**config.mk**
```make
export PLATFORM = sky130hd
export DESIGN_NAME = biquad_shelf_filter_df2
export DESIGN_NICKNAME = d
export VERILOG_FILES = /design/src/rtl/core/bqs_pkg.sv /design/src/rtl/core/bqs_seq.sv /design/src/rtl/core/bqs_mac.sv /design/src/rtl/core/biquad_shelf_filter_df2.sv
export SDC_FILE = /design/constraint.sdc
export NUM_CORES = 2
export LEC_CHECK = 0
export BUFFER_PORTS_ARGS = -buffer_cell sky130_fd_sc_hd__buf_4
export CAP_MARGIN = 20
export CORE_MARGIN = 5
export CORE_UTILIZATION = 55
export CTS_BUF_LIST = sky130_fd_sc_hd__clkbuf_8
export CTS_CLUSTER_DIAMETER = 100
export DETAILED_ROUTE_END_ITERATION = 10
export PLACE_DENSITY = 0.79
export RECOVER_POWER = 50
export REMOVE_ABC_BUFFERS = 1
export SLEW_MARGIN = 10
export SYNTH_ARGS = -nofsm -noshare
export SYNTH_HDL_FRONTEND = slang
export SYNTH_HIERARCHICAL = 1
export SYNTH_SLANG_ARGS = --single-unit
export TNS_END_PERCENT = 10
```
**constraint.sdc**
```tcl
create_clock -name clk -period 13 [get_ports clk]
set_input_delay 1.95 -clock clk [delete_from_list [all_inputs] [get_ports clk]]
set_output_delay 1.95 -clock clk [all_outputs]
set_load 0.01 [all_outputs]
```
**src/rtl/core/bqs_pkg.sv**
```systemverilog
// Shared constants, control codes and the sequencer-to-datapath struct
// for the biquad shelf filter. No dependencies.
package bqs_pkg;

    localparam int CHANNELS  = 2;
    localparam int IDX_W     = (CHANNELS > 1) ? $clog2(CHANNELS) : 1;

    localparam int SAMPLE_W  = 24;
    localparam int COEF_W    = 32;
    localparam int W_W       = 32;
    localparam int PROD_W    = 2 * COEF_W;
    localparam int ACC_W     = PROD_W + 2;
    localparam int FRAC      = 28;
    localparam int HI_W      = ACC_W - FRAC;
    localparam int CFG_IDX_W = 3;

    // Register indexes on the configuration port
    localparam logic [CFG_IDX_W-1:0] REG_B0 = 3'd0;
    localparam logic [CFG_IDX_W-1:0] REG_B1 = 3'd1;
    localparam logic [CFG_IDX_W-1:0] REG_B2 = 3'd2;
    localparam logic [CFG_IDX_W-1:0] REG_A1 = 3'd3;
    localparam logic [CFG_IDX_W-1:0] REG_A2 = 3'd4;

    localparam logic signed [COEF_W-1:0] B0_RESET = 32'sh1000_0000;

    // Coefficient operand select
    localparam logic [2:0] COEF_B0 = 3'd0;
    localparam logic [2:0] COEF_B1 = 3'd1;
    localparam logic [2:0] COEF_B2 = 3'd2;
    localparam logic [2:0] COEF_A1 = 3'd3;
    localparam logic [2:0] COEF_A2 = 3'd4;

    // State operand select
    localparam logic [1:0] DATA_W1 = 2'd0;
    localparam logic [1:0] DATA_W2 = 2'd1;
    localparam logic [1:0] DATA_W  = 2'd2;

    // Accumulator operations
    localparam logic [2:0] ACC_HOLD   = 3'd0;
    localparam logic [2:0] ACC_LOAD_X = 3'd1;
    localparam logic [2:0] ACC_SUB    = 3'd2;
    localparam logic [2:0] ACC_START  = 3'd3;
    localparam logic [2:0] ACC_ADD    = 3'd4;

    typedef struct packed {
        logic [2:0] coef_sel;
        logic [1:0] data_sel;
        logic [2:0] acc_op;
        logic       take_w;
        logic       finish;
    } ctrl_t;

endpackage

```
**src/rtl/core/bqs_seq.sv**
```systemverilog
// Step sequencer for the biquad: walks one sample through the shared
// multiply-accumulate unit. Depends on bqs_pkg.
module bqs_seq (
    input  logic           clk,
    input  logic           rst_n,
    input  logic           in_valid,
    input  logic           out_hold,
    output logic           in_ready,
    output bqs_pkg::ctrl_t ctrl
);

    localparam logic [2:0] ST_IDLE = 3'd0;
    localparam logic [2:0] ST_S0   = 3'd1;
    localparam logic [2:0] ST_S1   = 3'd2;
    localparam logic [2:0] ST_S2   = 3'd3;
    localparam logic [2:0] ST_S3   = 3'd4;
    localparam logic [2:0] ST_S4   = 3'd5;
    localparam logic [2:0] ST_S5   = 3'd6;
    localparam logic [2:0] ST_S6   = 3'd7;

    logic [2:0] state_reg;
    logic [2:0] state_next;

    assign in_ready = (state_reg == ST_IDLE);

    always_comb
    begin
        state_next = state_reg;
        unique case (state_reg)
            ST_IDLE: if (in_valid) state_next = ST_S0;
            ST_S0:   state_next = ST_S1;
            ST_S1:   state_next = ST_S2;
            ST_S2:   state_next = ST_S3;
            ST_S3:   state_next = ST_S4;
            ST_S4:   state_next = ST_S5;
            ST_S5:   state_next = ST_S6;
            ST_S6:   if (!out_hold) state_next = ST_IDLE;
            default: state_next = ST_IDLE;
        endcase
    end

    // w = x - a1*w1 - a2*w2, then y = b1*w1 + b2*w2 + b0*w
    always_comb
    begin
        ctrl          = '0;
        ctrl.coef_sel = bqs_pkg::COEF_B0;
        ctrl.data_sel = bqs_pkg::DATA_W;
        ctrl.acc_op   = bqs_pkg::ACC_HOLD;
        unique case (state_reg)
            ST_S0:
            begin
                ctrl.coef_sel = bqs_pkg::COEF_A1;
                ctrl.data_sel = bqs_pkg::DATA_W1;
                ctrl.acc_op   = bqs_pkg::ACC_LOAD_X;
            end
            ST_S1:
            begin
                ctrl.coef_sel = bqs_pkg::COEF_A2;
                ctrl.data_sel = bqs_pkg::DATA_W2;
                ctrl.acc_op   = bqs_pkg::ACC_SUB;
            end
            ST_S2:
            begin
                ctrl.coef_sel = bqs_pkg::COEF_B1;
                ctrl.data_sel = bqs_pkg::DATA_W1;
                ctrl.acc_op   = bqs_pkg::ACC_SUB;
            end
            ST_S3:
            begin
                ctrl.coef_sel = bqs_pkg::COEF_B2;
                ctrl.data_sel = bqs_pkg::DATA_W2;
                ctrl.acc_op   = bqs_pkg::ACC_START;
                ctrl.take_w   = 1'b1;
            end
            ST_S4:
            begin
                ctrl.coef_sel = bqs_pkg::COEF_B0;
                ctrl.data_sel = bqs_pkg::DATA_W;
                ctrl.acc_op   = bqs_pkg::ACC_ADD;
            end
            ST_S5:
            begin
                ctrl.acc_op   = bqs_pkg::ACC_ADD;
            end
            ST_S6:
            begin
                ctrl.finish   = !out_hold;
            end
            default:
            begin
                ctrl.acc_op   = bqs_pkg::ACC_HOLD;
            end
        endcase
    end

    always_ff @(posedge clk or negedge rst_n)
    begin
        if (!rst_n)
            state_reg <= ST_IDLE;
        else
            state_reg <= state_next;
    end

endmodule

```
**src/rtl/core/bqs_mac.sv**
```systemverilog
// Shared 32x32 multiplier with registered product, wide accumulator,
// and rounding/saturation of w and y. Depends on bqs_pkg.
module bqs_mac (
    input  logic                                 clk,
    input  bqs_pkg::ctrl_t                       ctrl,
    input  logic signed [bqs_pkg::COEF_W-1:0]    coef,
    input  logic signed [bqs_pkg::W_W-1:0]       data,
    input  logic signed [bqs_pkg::SAMPLE_W-1:0]  sample,
    output logic signed [bqs_pkg::W_W-1:0]       w,
    output logic signed [bqs_pkg::SAMPLE_W-1:0]  y
);

    localparam logic signed [bqs_pkg::ACC_W-1:0] HALF =
        bqs_pkg::ACC_W'(1) <<< (bqs_pkg::FRAC - 1);
    localparam logic signed [bqs_pkg::W_W-1:0] W_MAX =
        {1'b0, {(bqs_pkg::W_W-1){1'b1}}};
    localparam logic signed [bqs_pkg::SAMPLE_W-1:0] Y_MAX =
        {1'b0, {(bqs_pkg::SAMPLE_W-1){1'b1}}};

    logic signed [bqs_pkg::PROD_W-1:0] prod_reg;
    logic signed [bqs_pkg::PROD_W-1:0] prod_next;
    logic signed [bqs_pkg::ACC_W-1:0]  acc_reg;
    logic signed [bqs_pkg::ACC_W-1:0]  acc_next;
    logic signed [bqs_pkg::ACC_W-1:0]  prod_ext;
    logic signed [bqs_pkg::W_W-1:0]    w_reg;
    logic signed [bqs_pkg::W_W-1:0]    w_sat;
    logic [bqs_pkg::HI_W-1:0]          acc_hi;
    logic                              w_fits;
    logic                              y_fits;

    assign prod_next = coef * data;
    assign prod_ext  = bqs_pkg::ACC_W'(prod_reg);

    always_comb
    begin
        case (ctrl.acc_op)
            bqs_pkg::ACC_LOAD_X: acc_next = (bqs_pkg::ACC_W'(sample) <<< bqs_pkg::FRAC) + HALF;
            bqs_pkg::ACC_SUB:    acc_next = acc_reg - prod_ext;
            bqs_pkg::ACC_START:  acc_next = HALF + prod_ext;
            bqs_pkg::ACC_ADD:    acc_next = acc_reg + prod_ext;
            default:             acc_next = acc_reg;
        endcase
    end

    // Floor shift by the fraction width, then clamp on sign-bit agreement
    assign acc_hi = acc_reg[bqs_pkg::ACC_W-1:bqs_pkg::FRAC];
    assign w_fits = (&acc_hi[bqs_pkg::HI_W-1:bqs_pkg::W_W-1])
                  | ~(|acc_hi[bqs_pkg::HI_W-1:bqs_pkg::W_W-1]);
    assign y_fits = (&acc_hi[bqs_pkg::HI_W-1:bqs_pkg::SAMPLE_W-1])
                  | ~(|acc_hi[bqs_pkg::HI_W-1:bqs_pkg::SAMPLE_W-1]);

    assign w_sat = w_fits ? acc_hi[bqs_pkg::W_W-1:0]
                 : (acc_hi[bqs_pkg::HI_W-1] ? ~W_MAX : W_MAX);
    assign y     = y_fits ? acc_hi[bqs_pkg::SAMPLE_W-1:0]
                 : (acc_hi[bqs_pkg::HI_W-1] ? ~Y_MAX : Y_MAX);
    assign w     = w_reg;

    always_ff @(posedge clk)
    begin
        prod_reg <= prod_next;
        acc_reg  <= acc_next;
        if (ctrl.take_w)
            w_reg <= w_sat;
    end

endmodule

```
**src/rtl/core/biquad_shelf_filter_df2.sv**
```systemverilog
// Multichannel direct-form-II biquad: top level with coefficient registers,
// per-channel delay state and output register. Depends on bqs_pkg, bqs_seq, bqs_mac.
//
// On acceptance the word and its channel's delay state are latched. Six steps then
// go through the single 32x32 multiplier and accumulator (five products, one
// rounding of w), and a closing step loads the output register and writes back
// the delays; only then can the next word be accepted. in_ready is
// low for the whole of that run; the output register lets the next word enter
// while a result still waits, and the last step holds while the previous result
// is not yet taken. A channel number at or above the channel count filters with
// zero state and leaves all state untouched. Coefficients are Q4.28 and may be
// written only while idle; indexes past coef_a2 are ignored.
module biquad_shelf_filter_df2 (
    input  logic                                      clk,
    input  logic                                      rst_n,
    input  logic                                      cfg_we,
    input  logic [bqs_pkg::CFG_IDX_W-1:0]             cfg_index,
    input  logic [bqs_pkg::COEF_W-1:0]                cfg_data,
    input  logic                                      in_valid,
    output logic                                      in_ready,
    input  logic signed [bqs_pkg::SAMPLE_W-1:0]       sample_in,
    input  logic                                      channel_in,
    output logic                                      out_valid,
    input  logic                                      out_ready,
    output logic signed [bqs_pkg::SAMPLE_W-1:0]       sample_out,
    output logic                                      channel_out
);

    logic signed [bqs_pkg::COEF_W-1:0]   coef_b0_reg;
    logic signed [bqs_pkg::COEF_W-1:0]   coef_b1_reg;
    logic signed [bqs_pkg::COEF_W-1:0]   coef_b2_reg;
    logic signed [bqs_pkg::COEF_W-1:0]   coef_a1_reg;
    logic signed [bqs_pkg::COEF_W-1:0]   coef_a2_reg;

    logic signed [bqs_pkg::W_W-1:0]      delay_first_reg  [bqs_pkg::CHANNELS];
    logic signed [bqs_pkg::W_W-1:0]      delay_second_reg [bqs_pkg::CHANNELS];

    logic signed [bqs_pkg::SAMPLE_W-1:0] sample_reg;
    logic                                chan_reg;
    logic                                chan_ok_reg;
    logic signed [bqs_pkg::W_W-1:0]      w1_reg;
    logic signed [bqs_pkg::W_W-1:0]      w2_reg;

    logic                                out_valid_reg;
    logic                                out_valid_next;
    logic signed [bqs_pkg::SAMPLE_W-1:0] sample_out_reg;
    logic                                channel_out_reg;

    logic                                accept;
    logic                                out_hold;
    logic                                chan_ok;
    logic [bqs_pkg::IDX_W-1:0]           in_idx;
    logic [bqs_pkg::IDX_W-1:0]           st_idx;
    bqs_pkg::ctrl_t                      ctrl;
    logic signed [bqs_pkg::COEF_W-1:0]   coef_op;
    logic signed [bqs_pkg::W_W-1:0]      data_op;
    logic signed [bqs_pkg::W_W-1:0]      w;
    logic signed [bqs_pkg::SAMPLE_W-1:0] y;

    assign accept   = in_valid & in_ready;
    assign out_hold = out_valid_reg & ~out_ready;
    assign chan_ok  = (32'(channel_in) < bqs_pkg::CHANNELS);
    assign in_idx   = bqs_pkg::IDX_W'(channel_in);
    assign st_idx   = bqs_pkg::IDX_W'(chan_reg);

    bqs_seq u_seq (
        .clk      (clk),
        .rst_n    (rst_n),
        .in_valid (in_valid),
        .out_hold (out_hold),
        .in_ready (in_ready),
        .ctrl     (ctrl)
    );

    always_comb
    begin
        case (ctrl.coef_sel)
            bqs_pkg::COEF_B1: coef_op = coef_b1_reg;
            bqs_pkg::COEF_B2: coef_op = coef_b2_reg;
            bqs_pkg::COEF_A1: coef_op = coef_a1_reg;
            bqs_pkg::COEF_A2: coef_op = coef_a2_reg;
            default:          coef_op = coef_b0_reg;
        endcase
        case (ctrl.data_sel)
            bqs_pkg::DATA_W1: data_op = w1_reg;
            bqs_pkg::DATA_W2: data_op = w2_reg;
            default:          data_op = w;
        endcase
    end

    bqs_mac u_mac (
        .clk    (clk),
        .ctrl   (ctrl),
        .coef   (coef_op),
        .data   (data_op),
        .sample (sample_reg),
        .w      (w),
        .y      (y)
    );

    always_ff @(posedge clk or negedge rst_n)
    begin
        if (!rst_n)
        begin
            coef_b0_reg <= bqs_pkg::B0_RESET;
            coef_b1_reg <= '0;
            coef_b2_reg <= '0;
            coef_a1_reg <= '0;
            coef_a2_reg <= '0;
        end
        else if (cfg_we)
        begin
            unique case (cfg_index)
                bqs_pkg::REG_B0: coef_b0_reg <= cfg_data;
                bqs_pkg::REG_B1: coef_b1_reg <= cfg_data;
                bqs_pkg::REG_B2: coef_b2_reg <= cfg_data;
                bqs_pkg::REG_A1: coef_a1_reg <= cfg_data;
                bqs_pkg::REG_A2: coef_a2_reg <= cfg_data;
                default:         ;
            endcase
        end
    end

    // Latch the word and its channel state; unknown channels run on zero state
    always_ff @(posedge clk)
    begin
        if (accept)
        begin
            sample_reg  <= sample_in;
            chan_reg    <= channel_in;
            chan_ok_reg <= chan_ok;
            w1_reg      <= chan_ok ? delay_first_reg[in_idx]  : '0;
            w2_reg      <= chan_ok ? delay_second_reg[in_idx] : '0;
        end
    end

    // Advance the delay line of the channel just finished
    always_ff @(posedge clk or negedge rst_n)
    begin
        if (!rst_n)
        begin
            for (int i = 0; i < bqs_pkg::CHANNELS; i++)
            begin
                delay_first_reg[i]  <= '0;
                delay_second_reg[i] <= '0;
            end
        end
        else if (ctrl.finish && chan_ok_reg)
        begin
            delay_first_reg[st_idx]  <= w;
            delay_second_reg[st_idx] <= w1_reg;
        end
    end

    always_comb
    begin
        out_valid_next = out_valid_reg;
        if (ctrl.finish)
            out_valid_next = 1'b1;
        else if (out_ready)
            out_valid_next = 1'b0;
    end

    always_ff @(posedge clk or negedge rst_n)
    begin
        if (!rst_n)
            out_valid_reg <= 1'b0;
        else
            out_valid_reg <= out_valid_next;
    end

    always_ff @(posedge clk)
    begin
        if (ctrl.finish)
        begin
            sample_out_reg  <= y;
            channel_out_reg <= chan_reg;
        end
    end

    assign out_valid   = out_valid_reg;
    assign sample_out  = sample_out_reg;
    assign channel_out = channel_out_reg;

endmodule

```
* Word level (Yosys, flattened, before mapping)
Cells that the tools add are included.
** Storage, ports and cells
- Register bits after elaboration :: 568
- Output and inout port bits :: 27
** Operators by class
- Add/sub/neg operators :: 4
- $mul :: 1
- Magnitude comparators :: 3
- Eq/ne operators :: 22
- Multiplexer cells :: 26
- Bitwise gates (word level) :: 9
- Reductions and logical operators :: 19
** Operator list (number)
- two-way mux 32 bit :: 9
- one-hot mux 66 bit (4 select lines) :: 1
- bitwise mux 64 bit :: 2
- one-hot mux 32 bit (4 select lines) :: 1
- adder 66 x 64 -> 66 bit :: 1
- subtractor 66 x 64 -> 66 bit :: 1
- adder 29 x 64 -> 65 bit, first input constant :: 1
- multiplier 32 x 32 -> 64 bit :: 1
- one-hot mux 32 bit (2 select lines) :: 1
- adder 52 x 29 -> 53 bit, second input constant :: 1
- two-way mux 24 bit :: 2
- demux 32 bit (select 1 bit) :: 1
- equality test 3 x 2 -> 1 bit, second input constant :: 8
- one-hot mux 3 bit (8 select lines) :: 1
- equality test 3 bit, second input constant :: 7
- one-hot mux 5 bit (4 select lines) :: 1
- AND reduction 15 bit :: 1
- OR reduction 15 bit :: 1
- equality test 3 x 1 -> 1 bit, second input constant :: 4
- one-hot mux 3 bit (4 select lines) :: 1
- AND reduction 2 bit :: 6
- AND reduction 7 bit :: 1
- OR reduction 7 bit :: 1
- logical NOT 3 bit :: 2
- 16 further kinds :: 28

* Longest topological paths before layout
- Depth after elaboration :: 6
- Depth in mapped cells :: 39
- Gate-level depth less buffers :: 34

* Cells and area by module
The synthesis kept the hierarchy.
** By module, submodules not included
- bqs_mac :: times used 1, cells each 5233, area an instance 47753.3 um^2, sequential area each 4224.1 um^2
- biquad_shelf_filter_df2 :: times used 1, cells each 1073, area an instance 16728.5 um^2, sequential area each 10656.5 um^2
- bqs_seq :: times used 1, cells each 30, area an instance 249.0 um^2, sequential area each 75.1 um^2

* Worst setup path after synthesis
No wires, ideal clock.
- Path kind :: register -> register
- From :: register u_seq.state_reg[2]
- To :: register u_mac/prod_reg[60] in the netlist's numbering
- Library setup time :: 120 ps
- Arrival :: 9062 ps
- Data required time :: 12880 ps
- Path slack :: 3818 ps
- Stages on the path, launching flop included :: 33
- Buffers on the path :: 5
- Clock period less this slack :: 9182 ps
- Path through :: dfrtp_1 buf_4 xnor2_1 nor2_1 buf_4 buf_2 nor2_1 xnor2_1 clkbuf_1 o21a_1 clkbuf_1 nand2_1 inv_1 fa_1 fa_1 fa_1 inv_1 fa_1 inv_1 fa_1 fa_1 fa_1 fa_1 ha_1 a21o_1 a21o_1 nor2_1 o211ai_1 o21a_1 a21oi_1 nand3b_1 o221ai_1 xnor2_1
** RTL lines
- start: declaration :: line bqs_seq.sv:21 : logic [2:0] state_reg;
- start signal: assignment :: line bqs_seq.sv:101 : state_reg <= state_next;
- end signal: assignment :: line bqs_mac.sv:60 : prod_reg <= prod_next;
- end: declaration :: line bqs_mac.sv:20 : logic signed [bqs_pkg::PROD_W-1:0] prod_reg;

==> flow_metrics.env <==
export IMPL_status="complete, but fails checks"
export IMPL_failed_checks="capacitance limit, slew limit"
export IMPL_hold_depth=1
export IMPL_grt_first_pass_wirelength_um=282700
export IMPL_cpMostUsedCell="fa_1"
export IMPL_startpoint_type="flip-flop"
export IMPL_setup_violations=0
export IMPL_tns_ns=0
export IMPL_place_hpwl_um=132400
export IMPL_synth_top_cells_by_count="fa_1 (1083), inv_1 (1015), nand2_1 (764)"
export IMPL_crit_fanout=33
export IMPL_ys_seq_area_share_pct=23.10
export IMPL_max_stage_delay_ns=0.96
export IMPL_cts_root_buf="clkbuf_8"
export IMPL_cts_tree="yes"
export IMPL_area_growth_pct=6.139
export IMPL_grt_overflow=0
export IMPL_cts_setup_buffers=0
export IMPL_slew_headroom_pct=-387.8
export IMPL_nets=7653
export IMPL_synthArstFlopShare_pct=51.41
export IMPL_core_area_sq_um=116500
export IMPL_gp_congestion=0.9539
export IMPL_cp_arrival_ns=11.79
export IMPL_ant_nets=0
export IMPL_die_area_sq_um=124700
export IMPL_grt_start_max_net_pins=156
export IMPL_layout_min_cycle_time_ns=11.10
export IMPL_clock_path_buffers=3
export IMPL_yosys_warnings=6
export IMPL_ys_types=96
export IMPL_clk_pin_slew_worst_paths_ns=0.06
export IMPL_grt_pass1_vias=51190
export IMPL_fin_crit_sh_pct=85.42
export IMPL_fmax_ghz=0.09005
export IMPL_path_class="reg -> reg"
export IMPL_syn_area_sq_um=64730
export IMPL_largest_reg_flops=66
export IMPL_crit_path_end_kind="flip-flop"
export IMPL_slowest_stage="fa_1"
export IMPL_die_y_um=353.1
export IMPL_cts_repair_resized=0
export IMPL_fin_worst_skew_ns=0.05209
export IMPL_port_buffers=91
export IMPL_grt_antenna_before_repair=9
export IMPL_cap_viol_max_count=12
export IMPL_cts_htree_levels=3
export IMPL_worst_pin_slew_ns=7.317
export IMPL_syn_area_per_cell_sq_um=10.22
export IMPL_rows=125
export IMPL_finalHoldViolations=0
export IMPL_die_w_um=353.1
export IMPL_worstPathRequired_ns=13.68
export IMPL_hp_class="reg -> reg"
export IMPL_yosysMostFrequentCell="fa_1"
export IMPL_postSynthCellCount=6336
export IMPL_synth_top_flop_cell="dfrtp_1"
export IMPL_synth_area_top_cells="fa_1 (33%), dfrtp_1 (11%), edfxtp_1 (9.8%)"
export IMPL_worst_slack_ns=1.895
export IMPL_rsz0062_at_grt="no"
export IMPL_dp_slack_ns=1.998
export IMPL_postCtsHoldBufs=0
export IMPL_synth_top_area_share_pct=33.49
export IMPL_cts_buffers=95
export IMPL_drt_total_wl_um=177100
export IMPL_first_pass_iters=8
export IMPL_fin_util_pct=58.96
export IMPL_ys_ff_latch=568
export IMPL_clk_latency_ns=0.76
export IMPL_globalRouteTotalUtil_pct=28.73
export IMPL_wl_per_cell_um=22.52
export IMPL_io_pins=92
export IMPL_drc=0
export IMPL_yosysTopAreaCell="fa_1"
export IMPL_initial_utilization_pct=55.55
export IMPL_synth_edff_count=212
export IMPL_vias=46690
export IMPL_clock_sinks=568
export IMPL_slew_violations=566
export IMPL_vias_per_cell=5.938
export IMPL_drt_iter0_drc=4184
export IMPL_ff2ff_path_depth=29
export IMPL_drive_above_1_share_pct=11.61
## stage by stage
step	area, sq um	hold slack (ns)	instances
after floorplan	63080	0.4410	5965
after global placement	66750	0.4680	7678
after detailed placement	66760	0.4766	7679
after CTS	68820	0.4911	7856
after global routing	68700	0.5084	7860
final	68700	0.4916	7863
## placed cells by master (no fill, tap or decap), types with 11 or more instances in the layout
master	Yosys	routed
a211oi_1	15	15
a21o_1	67	67
a21oi_1	148	148
a22oi_1	55	55
a31oi_1	20	20
and2_1	495	493
and3_1	24	24
buf_4	17	148
clkbuf_1	294	29
clkbuf_4	0	12
clkbuf_8	8	118
dfrtp_1	291	291
dfxtp_1	64	64
edfxtp_1	212	212
fa_1	1083	1083
ha_1	252	252
inv_1	1015	1044
mux2_1	13	16
mux2_2	340	337
mux2i_1	34	34
nand2_1	764	763
nand2b_1	25	23
nand3_1	42	42
nand4_1	40	40
nor2_1	135	132
nor2b_1	15	13
nor3_1	25	24
nor4_1	17	16
o21a_1	43	33
o21ai_0	230	198
o21ai_2	0	22
o21bai_1	25	25
o221ai_1	11	11
o22ai_1	37	37
o31ai_1	22	22
o32ai_1	32	32
xnor2_1	137	135
xor2_1	99	98
## cell type report
type	count	area [sq um]
diodes	6	15.01
clock buffers	118	1624
clock inverters	59	436.7
fillers	9376	47810
inverters	1015	3810
multi-input cells	4382	44600
flip-flops and latches	568	14960
well taps	1524	1907
repair buffers	191	1358
## critical path, delay by kind of cell, from the launching register on
family / cells / cell delay (ns)
compound gates: 7 / 1.77
fa+ha+maj: 9 / 5.35
flops: 1 / 0.60
simple gates: 6 / 1.49
buf+inv: 6 / 1.64
xor+xnor: 1 / 0.13
## layer usage
metal / up-vias / track usage, % / wire length (um)
met1: 23740 / 36.35 / 65210
met3: 605 / 5.502 / 16980
met4: 4 / 13.53 / 9946
met5: - / 0 / 25
met2: 2403 / 48.06 / 84890
li1: 19930 / - / -
## cells by family (layout without fill, tap and decap cells)
family                     after synthesis  after routing  share of synthesized area [%]
buffers and inverters                 1386           1383                          8.441
xor gates and xnor gates               236            236                          3.193
AOI/OAI and AO/OA                      779            779                          7.664
other                                    0              6                              0
adders and majority gates             1335           1335                          38.36
and+or+nand+nor                       1644           1644                          12.53
DFF                                    568            568                          23.10
muxes                                  388            388                          6.701
## final timing paths
check	from	slack [ns]	end
min in group asynchronous	rst_n	3.99	coef_a1_reg[21]
hold / removal	coef_b0_reg[8]	0.49	coef_b0_reg[8]
max in group asynchronous	rst_n	4.96	coef_b2_reg[5]
setup / recovery	u_seq/state_reg[0]	1.90	u_mac/prod_reg[61]
setup reg to reg	u_seq/state_reg[0]	1.90	u_mac/prod_reg[61]
hold reg to reg	coef_b0_reg[8]	0.49	coef_b0_reg[8]
Power is left out: the tool's default activity adds up to more than one toggle a clock period on the data nets, which glitch-free logic cannot reach.
